===== src/hw/rtl/mgq_pkg.sv =====
`timescale 1ns / 1ps
// ----------------------------------------------------------------------------
// mgq_pkg: shared types and constants of the groove quantizer
// Register indexes, defaults and the divider request/response structs.
// ----------------------------------------------------------------------------
package mgq_pkg;

  localparam int unsigned MaxPointsDefault = 128;
  localparam int unsigned CfgIdxW = 3;
  localparam int unsigned CfgDataW = 17;

  typedef enum logic [CfgIdxW-1:0] {
    REG_STRENGTH  = 3'd0,
    REG_SWING     = 3'd1,
    REG_TOLERANCE = 3'd2,
    REG_GRID_DIV  = 3'd3,
    REG_GROOVE_EN = 3'd4
  } reg_idx_e;

  typedef enum logic [3:0] {
    ST_IDLE,
    ST_GRID_MUL,
    ST_GRID_DIV,
    ST_SWING_DIV,
    ST_SCAN_REQ,
    ST_SCAN_CMP,
    ST_OFF_DIV,
    ST_TOL,
    ST_STR_MUL,
    ST_EXTRACT,
    ST_OUT
  } state_e;

  // Divider request: unsigned dividend over a 7 bit divisor.
  typedef struct packed {
    logic        start;
    logic [47:0] dividend;
    logic [6:0]  divisor;
  } div_req_t;

  typedef struct packed {
    logic        done;
    logic [47:0] quotient;
    logic [6:0]  remainder;
  } div_rsp_t;

endpackage


===== src/hw/rtl/mgq_divider.sv =====
`timescale 1ns / 1ps
// ----------------------------------------------------------------------------
// mgq_divider: shared radix-2 restoring divider
// One quotient bit per cycle.
// ----------------------------------------------------------------------------
module mgq_divider (
  input  logic              clk_i,
  input  logic              rst_ni,
  input  mgq_pkg::div_req_t req_i,
  output mgq_pkg::div_rsp_t rsp_o
);

  logic [47:0] quo_q, quo_d;
  logic [7:0]  rem_q, rem_d;
  logic [6:0]  dvs_q, dvs_d;
  logic [5:0]  cnt_q, cnt_d;
  logic        busy_q, busy_d;
  logic        done_q, done_d;
  logic [7:0]  trial;

  // one shift-subtract step
  always_comb begin
    quo_d  = quo_q;
    rem_d  = rem_q;
    dvs_d  = dvs_q;
    cnt_d  = cnt_q;
    busy_d = busy_q;
    done_d = 1'b0;
    trial  = {rem_q[6:0], quo_q[47]};
    if (req_i.start) begin
      quo_d  = req_i.dividend;
      rem_d  = '0;
      dvs_d  = req_i.divisor;
      cnt_d  = '0;
      busy_d = 1'b1;
    end else if (busy_q) begin
      if (trial >= {1'b0, dvs_q}) begin
        rem_d = trial - {1'b0, dvs_q};
        quo_d = {quo_q[46:0], 1'b1};
      end else begin
        rem_d = trial;
        quo_d = {quo_q[46:0], 1'b0};
      end
      cnt_d = cnt_q + 6'd1;
      if (cnt_q == 6'd47) begin
        busy_d = 1'b0;
        done_d = 1'b1;
      end
    end
  end

  always_ff @(posedge clk_i or negedge rst_ni) begin
    if (!rst_ni) begin
      busy_q <= 1'b0;
      done_q <= 1'b0;
      cnt_q  <= '0;
    end else begin
      busy_q <= busy_d;
      done_q <= done_d;
      cnt_q  <= cnt_d;
    end
  end

  always_ff @(posedge clk_i) begin
    quo_q <= quo_d;
    rem_q <= rem_d;
    dvs_q <= dvs_d;
  end

  assign rsp_o.done      = done_q;
  assign rsp_o.quotient  = quo_q;
  assign rsp_o.remainder = rem_q[6:0];

endmodule


===== config.mk =====
export PLATFORM = sky130hd
export DESIGN_NAME = mgq_divider
export DESIGN_NICKNAME = d
export VERILOG_FILES = /design/src/hw/rtl/mgq_pkg.sv /design/src/hw/rtl/mgq_divider.sv
export SDC_FILE = /design/constraint.sdc
export NUM_CORES = 1
export LEC_CHECK = 0
export ABC_AREA = 1
export BUFFER_PORTS_ARGS = -buffer_cell sky130_fd_sc_hd__buf_2
export CORE_AREA = 2 2 85 87
export CTS_CLUSTER_SIZE = 14
export DETAILED_ROUTE_END_ITERATION = 10
export DIE_AREA = 0 0 87 89
export PLACE_DENSITY = 0.8
export REMOVE_ABC_BUFFERS = 1
export SLEW_MARGIN = 10
export SYNTH_ARGS = -nofsm -noshare
export SYNTH_HDL_FRONTEND = slang
export SYNTH_SLANG_ARGS = --single-unit

===== constraint.sdc =====
create_clock -name clk_i -period 2.5 [get_ports clk_i]
set_clock_uncertainty 0.05 [all_clocks]
set_input_delay 0.125 -clock clk_i [delete_from_list [all_inputs] [get_ports clk_i]]
set_output_delay 0.125 -clock clk_i [all_outputs]
set_load 0.02 [all_outputs]

======== Word level (Yosys, flattened, before mapping) ========
Cells that the tools add are included.
storage, ports and cells
  bits in registers ....................... 70
  bits of input ports ..................... 58
  word-level logic and storage cells ...... 23
operators by class
  add/sub/neg operators ................... 2
  order comparisons ....................... 1
  equality and inequality tests ........... 1
  mux-type cells .......................... 12
  reduce and logical (&&, ||, !) cells .... 1
operators by type and width
  operator                                      number
  2-to-1 mux 48 bit                             2
  2-to-1 mux 6 bit                              2
  >= comparator 8 x 7 -> 1 bit                  1
  2-to-1 mux 1 bit                              7
  2-to-1 mux 7 bit                              1
  subtractor 7 bit                              1
  adder 6 x 1 -> 6 bit (second input constant)  1
  equality test 6 bit (second input constant)   1
  nonzero test 2 bit                            1

======== Logic depth before layout (Yosys ltp) ========
Gate-level depths: netlist (run 1).
  word-level depth ........................ 4
  gate-level depth with buffers ........... 12
  mapped depth without buffers ............ 12

======== Worst setup path after synthesis (run 1) ========
No wires, ideal clock.
  path type ............................... register to register
  start ................................... reg busy_q
  end ..................................... reg quo_q[0], enable pin
  library setup time ...................... 0.404 ns
  arrival time ............................ 1.524 ns
  slack ................................... 0.522 ns
  stages on the path, launching flop included .. 3
  clock period less this slack ............ 1.978 ns
  cell sequence ........................... dfrtp_1 -> nor2_1 -> inv_1
between the ends
  word-level cells in the longest chain between the ends .. 1
RTL lines
  element                              line               source
  from (decl)                          mgq_divider.sv:17  logic busy_q, busy_d;
  from (signal assigned)               mgq_divider.sv:58  busy_q <= busy_d;
  nonzero test 2 bit (no source line)  n/a
  to (signal assigned)                 mgq_divider.sv:65  quo_q <= quo_d;
  to (decl)                            mgq_divider.sv:13  logic [47:0] quo_q, quo_d;
Every way passes these cells.
A chain may end at the register's enable or synchronous reset.

======== Final worst setup path (run 1) ========
  start ................................... reg quo_q[47]
  end ..................................... reg quo_q[0], data pin
between the ends
  word-level cells in the longest chain between the ends .. 4
RTL lines
  element                       line               source
  >= comparator 8 x 7 -> 1 bit  mgq_divider.sv:37  if (trial >= {1'b0, dvs_q}) begin
  2-to-1 mux 1 bit              mgq_divider.sv:37
  2-to-1 mux 48 bit             mgq_divider.sv:36  end else if (busy_q) begin
  2-to-1 mux 48 bit             mgq_divider.sv:30  if (req_i.start) begin
  net quo_d[0]                  mgq_divider.sv:13
The timed path passes the listed nets, and every way through them passes these cells. The select of a mux whose other input is x is not followed.

==> flow_summary.json, run 1 <==
{
  "status": "complete, no violations",
  "place_congestion": 0.836,
  "endpoint": "quo_q[0]",
  "remaining_drc_errors": 0,
  "nets": 560,
  "rr_worst_depth": 10,
  "die_w_um": 87,
  "io_pins": 114,
  "drt_wl_total_um": 7570,
  "root_buffer": "clkbuf_8",
  "finalSetupViolations": 0,
  "slew_viol_final": 0,
  "pwr-share-comb": 0.305,
  "portBuffers": 113,
  "final-hold-violation-count": 0,
  "path_class": "reg2reg",
  "fin_crit_sh": 0.751,
  "dp_hpwl_um": 5510,
  "synth_cell_types": 31,
  "tns_ns": 0,
  "synth_top_area_cell": "edfxtp_1",
  "reg2reg_from": "quo_q[47]",
  "path_clk_slew_ns": 0.07,
  "yosysWarnings": 0,
  "crit_arrival_ns": 1.99,
  "syn-mean-instance-area_sq_um": 9.10,
  "fillCellCount": 571,
  "min_period_ns": 1.88,
  "grt_overflow": 0,
  "area_delta_synth_final_pct": 26.3,
  "coreArea_sq_um": 6720,
  "routed_via_density": 4.90,
  "wl_per_cell_um": 13.1,
  "reg2reg_setup_slack_ns": 0.62,
  "slew_headroom": 0.431,
  "pwr-share-clk": 0.229,
  "critPathBufInv": 2,
  "synth-main-ff-cell": "edfxtp_1",
  "ys_top_cells_by_area": "edfxtp_1, nand2_1, dfrtp_1, dfxtp_1, ha_1",
  "seqPwrFrac": 0.466,
  "grt_setup_unrepaired": "no",
  "start_util": 0.500,
  "synth_most_common_cell": "nand2_1",
  "cp_slowest_cell": "fa_1",
  "antenna_found_initial": 0,
  "chipHeight_um": 89,
  "place_ws_ns": 0.627,
  "synth.top_cell.area_share": 0.492,
  "cts_sinks": 70,
  "cp_max_fo": 8,
  "drive_gt1_frac": 0.284,
  "start_kind": "register",
  "cpPeakStageDelay_ns": 0.40,
  "grt_max_degree": 55,
  "dr.pass1.iters": 4,
  "ys_seq_area_frac": 0.593,
  "p_sw_mw": 1.10,
  "antennaDiodeCount": 0,
  "synth.cell_area_sq_um": 3360,
  "cap_violations": 0,
  "r2r-end": "quo_q[0]",
  "netlist_top_cells_count": "nand2_1, edfxtp_1, inv_1",
  "swShare": 0.341,
  "p_int_mw": 2.12,
  "path_cells": "inv_1, ha_1, fa_1, inv_1, nand2_1, nand2_1, nand2_1, nand2_1, nand2_2, a31oi_1",
  "path_common_cell": "nand2_1",
  "die_area_sq_um": 7740,
  "ctsLongestPathBuffers": 2,
  "holdCritPathClass": "in2reg",
  "grt_pass1_wl_um": 12200,
  "cp.required_ns": 2.62,
  "cts_buffers": 9,
  "crit_family": "adder cells",
  "synth_edf_count": 55,
  "synth_seq_cells": 70,
  "track_usage": 0.204,
  "cts-htree-levels": 3,
  "post-cts-setup-buffer-count": 0,
  "cp.depth": 10,
  "vdd_drop_max_mv": 0.365,
  "vias": 2828,
  "worst_slack_ns": 0.624,
  "min_from": "req_i[36]",
  "fmax_mhz": 533,
  "async_flop_share": 0.114,
  "p_per_area_nw_per_um2": 759,
  "row_count": 30,
  "clk-insertion-delay-late_ns": 0.33,
  "post-route-util": 0.631,
  "syn_inst": 369,
  "p_leak_nw": 2.22,
  "tightest_slew_ns": 0.853,
  "end_kind": "register",
  "crit_path_start": "quo_q[47]",
  "grt_pass1_vias": 2656,
  "antenna_left": 0,
  "cts_tree": "done",
  "postPlaceCellArea_sq_um": 4010,
  "first_iter_violations": 207,
  "fin_area_sq_um": 4240
}
-- how the worst min path moves through the flow --
stage                     end  slack [ns]  cells past startpoint
floorplan              busy_q       -0.22                      0
global placement       done_q       -0.07                      1
detailed placement     done_q       -0.07                      1
CTS                 quo_q[12]      0.0007                      3
global route        quo_q[19]       0.006                      3
finish              quo_q[29]        0.02                      3
-- repair_timing --
action	in CTS	in global routing
endpoints found under the hold margin	16	0
hold buffers	9	0
gates resized for setup	0	0
-- flip-flops by register name, indices dropped and copies added, names as in the netlist --
| name | flops |
|---|---|
| cnt_q | 6 |
| dvs_q | 7 |
| rem_q | 7 |
| busy_q | 1 |
| done_q | 1 |
| quo_q | 48 |
-- layer usage --
metal	track usage	share of wire	up-vias
li1	-	-	1434
met1	0.270	0.45	1299
met2	0.316	0.47	91
met3	0.0711	0.073	4
met4	0.0724	0.0081	0
met5	0	0	-
-- cell families after synthesis --
group / count (synthesis) / share of synthesized area
DFF: 70 / 0.593
xor gates and xnor gates: 2 / 0.00522
AOI/OAI and AO/OA: 12 / 0.0242
buffers and inverters: 40 / 0.0477
adders and majority gates: 9 / 0.0358
and+or+nand+nor: 236 / 0.294
-- stage by stage --
stage	power, mW	hold WS, ns	cells
global route	3.41	0.00639	577
floorplan	2.18	-0.221	357
global placement	2.46	-0.0742	553
finish	3.22	0.0158	577
CTS	3.24	0.000707	577
detailed placement	2.49	-0.0702	553
-- worst register-to-register path: cells and delay by family (launching register included) --
family / cells / cell delay, ns
flip-flops: 1 / 0.34
adder cells (fa/ha/maj): 2 / 0.62
AO/OA/AOI/OAI: 1 / 0.17
AND/OR/NAND/NOR: 5 / 0.40
buffers and inverters: 2 / 0.15
-- power by group through the flow --
stage          clock network, mW  logic (mW)  registers [mW]
6_report                   0.737       0.982            1.50
5_1_grt                    0.799        1.10            1.52
4_1_cts                    0.748       0.987            1.50
3_5_place_dp                   0       0.973            1.52
3_3_place_gp                   0       0.943            1.52
2_1_floorplan                  0       0.529            1.65
-- area by class of cell --
cell class	count	area (sq um)	share of cell area
tap	80	100	0.0236
timing repair buffer	125	691	0.163
sequential	70	1990	0.469
clock buffer	12	135	0.0318
clock inverter	3	12.5	0.00295
multi-input combinational	259	1210	0.285
inverter	28	105	0.0248
-- cell usage in the layout (no fill, tap or decap), types with 5 or more instances in the layout --
master         count
clkbuf_8           9
edfxtp_1          55
buf_2            113
dfxtp_1            7
ha_1               8
nand3_1           16
nor2_1            11
dfrtp_1            8
nand3b_1           5
nand2_1          191
inv_2              6
inv_1             22
dlygate4sd3_1      9
Note: power is estimated with default switching activity, not from simulation.
==> run 2, diff against run 1 <==
--- a/config.mk
+++ b/config.mk
@@ -5,13 +5,13 @@
 export SDC_FILE = /design/constraint.sdc
 export NUM_CORES = 1
 export LEC_CHECK = 0
-export ABC_AREA = 1
+export ABC_AREA = 0
 export BUFFER_PORTS_ARGS = -buffer_cell sky130_fd_sc_hd__buf_2
-export CORE_AREA = 2 2 85 87
+export CORE_AREA = 2 2 90 92
 export CTS_CLUSTER_SIZE = 14
 export DETAILED_ROUTE_END_ITERATION = 10
-export DIE_AREA = 0 0 87 89
-export PLACE_DENSITY = 0.8
+export DIE_AREA = 0 0 92 94
+export PLACE_DENSITY = 0.76
 export REMOVE_ABC_BUFFERS = 1
 export SLEW_MARGIN = 10
 export SYNTH_ARGS = -nofsm -noshare
==> constraint.sdc (replaced) <==
create_clock -name clk_i -period 1.5 [get_ports clk_i]
set_clock_uncertainty 0.05 [all_clocks]
set_input_delay 0.075 -clock clk_i [delete_from_list [all_inputs] [get_ports clk_i]]
set_output_delay 0.075 -clock clk_i [all_outputs]
set_load 0.02 [all_outputs]
==> run 2 against run 1 <==
- the flow now finishes with violations (setup timing)
- die area is 12% higher
- cell area is 22% higher
- synthesized cell count is 33% lower
- area after synthesis is 2.3% higher
- sequential share of layout area fell by 8.5 points
- combinational power grew to 2.8 times the previous value
- routed wire length up 16%
- register-to-register slack got worse by 1.1 ns
- sequential power increased by 70%
- critical path type unchanged
- largest cell class unchanged
- largest power group is now combinational cells
==> flow_summary.json, run 2 <==
{
  "status": "finished with violations",
  "failed_checks": "setup timing",
  "antennaDiodeCount": 0,
  "swShare": 0.333,
  "remaining_drc_errors": 0,
  "fin_hold_ws_ns": 0.0282,
  "cts_sinks": 70,
  "grt_setup_unrepaired": "yes",
  "async_flop_share": 0.114,
  "synth.cell_area_sq_um": 3440,
  "cp_slowest_cell": "edfxtp_1",
  "largestRegisters": "quo_q x48, dvs_q x7, rem_q x7",
  "vdd_drop_max_mv": 0.719,
  "synth_top_area_cell": "edfxtp_1",
  "reg2reg_from": "dvs_q[0]",
  "min_period_ns": 2.02,
  "syn-mean-instance-area_sq_um": 13.9,
  "vias": 2780,
  "path_cells": "ha_4, fa_2, nand2b_4, a211o_1, buf_6, a31o_4, o21ai_1",
  "fin_area_sq_um": 5180,
  "crit_arrival_ns": 2.24,
  "fin_crit_sh": 1.34,
  "cap_violations": 0,
  "end_kind": "register",
  "crit_path_start": "dvs_q[0]",
  "p_sw_mw": 2.26,
  "cp_max_fo": 8,
  "ys_seq_area_frac": 0.580,
  "fmax_mhz": 496,
  "synth_seq_cells": 70,
  "first_iter_violations": 87,
  "ys_top_cells_by_area": "edfxtp_1, mux2_2, dfrtp_1, dfxtp_1, ha_1",
  "worst_slack_ns": -0.516,
  "syn_inst": 248,
  "pwr-share-comb": 0.402,
  "grt_pass1_vias": 2912,
  "drt_wl_total_um": 8800,
  "row_count": 32,
  "portBuffers": 113,
  "start_kind": "register",
  "p_per_area_nw_per_um2": 1310,
  "antenna_left": 0,
  "clk-insertion-delay-late_ns": 0.34,
  "coreArea_sq_um": 7610,
  "gr-usage-met3": 0.0586,
  "fillCellCount": 527,
  "postPlaceCellArea_sq_um": 4340,
  "synth_edf_count": 55,
  "p_leak_nw": 2.28,
  "regMostFlops": "quo_q",
  "place_congestion": 0.840,
  "io_pins": 114,
  "die_area_sq_um": 8650,
  "grt.busiest_layer": "met2",
  "dp_hpwl_um": 5710,
  "layout_commonest_cell": "buf_2",
  "yosysWarnings": 0,
  "nets": 518,
  "dr.pass1.iters": 4,
  "grt_max_degree": 35,
  "largest_reg_flops": 48,
  "cp.required_ns": 1.72,
  "routed_via_density": 4.98,
  "dp.cells": 484,
  "tightest_slew_ns": 0.390,
  "die_w_um": 92,
  "drive_gt1_frac": 0.524,
  "pwr-share-clk": 0.221,
  "seqCellArea_sq_um": 1990,
  "start_util": 0.452,
  "finalSetupViolations": 8,
  "grt_util_met1": 0.256,
  "chipHeight_um": 94,
  "ctsLongestPathBuffers": 2,
  "final_cell_mix": "buf_2, edfxtp_1, dlygate4sd3_1",
  "synth.top_cell.area_share": 0.481,
  "grt_pass1_wl_um": 14100,
  "antenna_found_initial": 1,
  "slew_viol_final": 0,
  "cts_buffers": 9,
  "cts_tree": "done",
  "min_from": "req_i[10]",
  "slew_headroom": 0.737,
  "place_ws_ns": -0.679,
  "instances_no_fill": 558,
  "synth-main-ff-cell": "edfxtp_1",
  "post-route-util": 0.681,
  "p_int_mw": 4.53,
  "use_met2": 0.359,
  "synth_cell_types": 53,
  "path_class": "reg2reg",
  "path_clk_slew_ns": 0.07,
  "final-hold-violation-count": 0,
  "grt_overflow": 0,
  "track_usage": 0.212,
  "area_delta_synth_final_pct": 50.8,
  "netlist_top_cells_count": "edfxtp_1, mux2_2, inv_1, nor2_1",
  "cpPeakStageDelay_ns": 0.43,
  "holdCritPathClass": "in2reg",
  "cts-htree-levels": 3,
  "wl_per_cell_um": 15.8,
  "synth_most_common_cell": "edfxtp_1",
  "multiInputGateArea_sq_um": 1370,
  "seqPwrFrac": 0.376,
  "root_buffer": "clkbuf_8"
}
-- run 2: changes by cell type after synthesis, sizes merged, moves of 5 or more --
| cell | change |
|---|---|
| nand3b | -5 |
| nand2 | -184 |
| inv | -15 |
| nand3 | -17 |
| nor3b | +6 |
| mux2 | +47 |
-- run 2: cell families (layout without fill, tap and decap cells) --
logic type,after synthesis,in the layout,synth area share
adders and majority gates,9,9,0.0349
AOI/OAI and AO/OA,34,34,0.0852
and+or+nand+nor,52,52,0.0834
muxes,49,49,0.160
DFF,70,70,0.580
buffers and inverters,28,236,0.0419
xor gates and xnor gates,6,6,0.0153
-- run 2: stage by stage --
step	setup TNS (ns)	power, mW
CTS	-3.81	6.74
global route	-4.04	7.16
global placement	-4.47	4.99
finish	-3.71	6.79
detailed placement	-5.09	5.04
floorplan	-41.35	4.00
-- run 2: final timing paths --
path                       slack, ns  cells after the start       end
hold / removal                  0.03                      2  quo_q[3]
hold reg to reg                 0.51                      2  cnt_q[5]
min in group asynchronous       0.05                      2    done_q
max in group asynchronous       1.17                      2  cnt_q[1]
setup / recovery               -0.52                      7  rem_q[6]
setup reg to reg               -0.52                      7  rem_q[6]
-- run 2: power groups by stage --
| stage | Sequential, mW | Clock (mW) | Combinational (mW) |
|---|---|---|---|
| global route | 2.58 | 1.62 | 2.96 |
| detailed placement | 2.59 | 0 | 2.46 |
| floorplan | 2.88 | 0 | 1.11 |
| CTS | 2.55 | 1.54 | 2.65 |
| global placement | 2.58 | 0 | 2.41 |
| finish | 2.55 | 1.50 | 2.73 |
-- run 2: worst max-delay path, delay by kind of cell, from the launching register on --
| kind | cells | cell delay, ns |
|---|---|---|
| compound gates | 3 | 0.65 |
| fa+ha+maj | 2 | 0.53 |
| buf+inv | 1 | 0.15 |
| flops | 1 | 0.43 |
| simple gates | 1 | 0.15 |
-- run 2: area by class of cell --
cell class	instances	share of cell area
clock buffers	9	0.0239
clock inverters	7	0.0140
inverters	13	0.00942
multi-input cells	150	0.264
flip-flops and latches	70	0.384
well taps	102	0.0246
repair buffers	207	0.279
-- run 2: layer usage --
metal | routed length (um) | vias to the layer above | share of wire
met5 | 10 | - | 0.0011
met4 | 164 | 2 | 0.019
met3 | 563 | 16 | 0.064
met2 | 4400 | 100 | 0.50
met1 | 3660 | 1328 | 0.42
li1 | - | 1334 | -
-- run 2: timing repair --
action,CTS,global route
cloned,0,0
hold buffers,54,0
endpoints found under the hold margin,61,0
gates resized for setup,9,5
setup endpoints to repair,8,8
pin swaps,1,5
buffers inserted,2,2
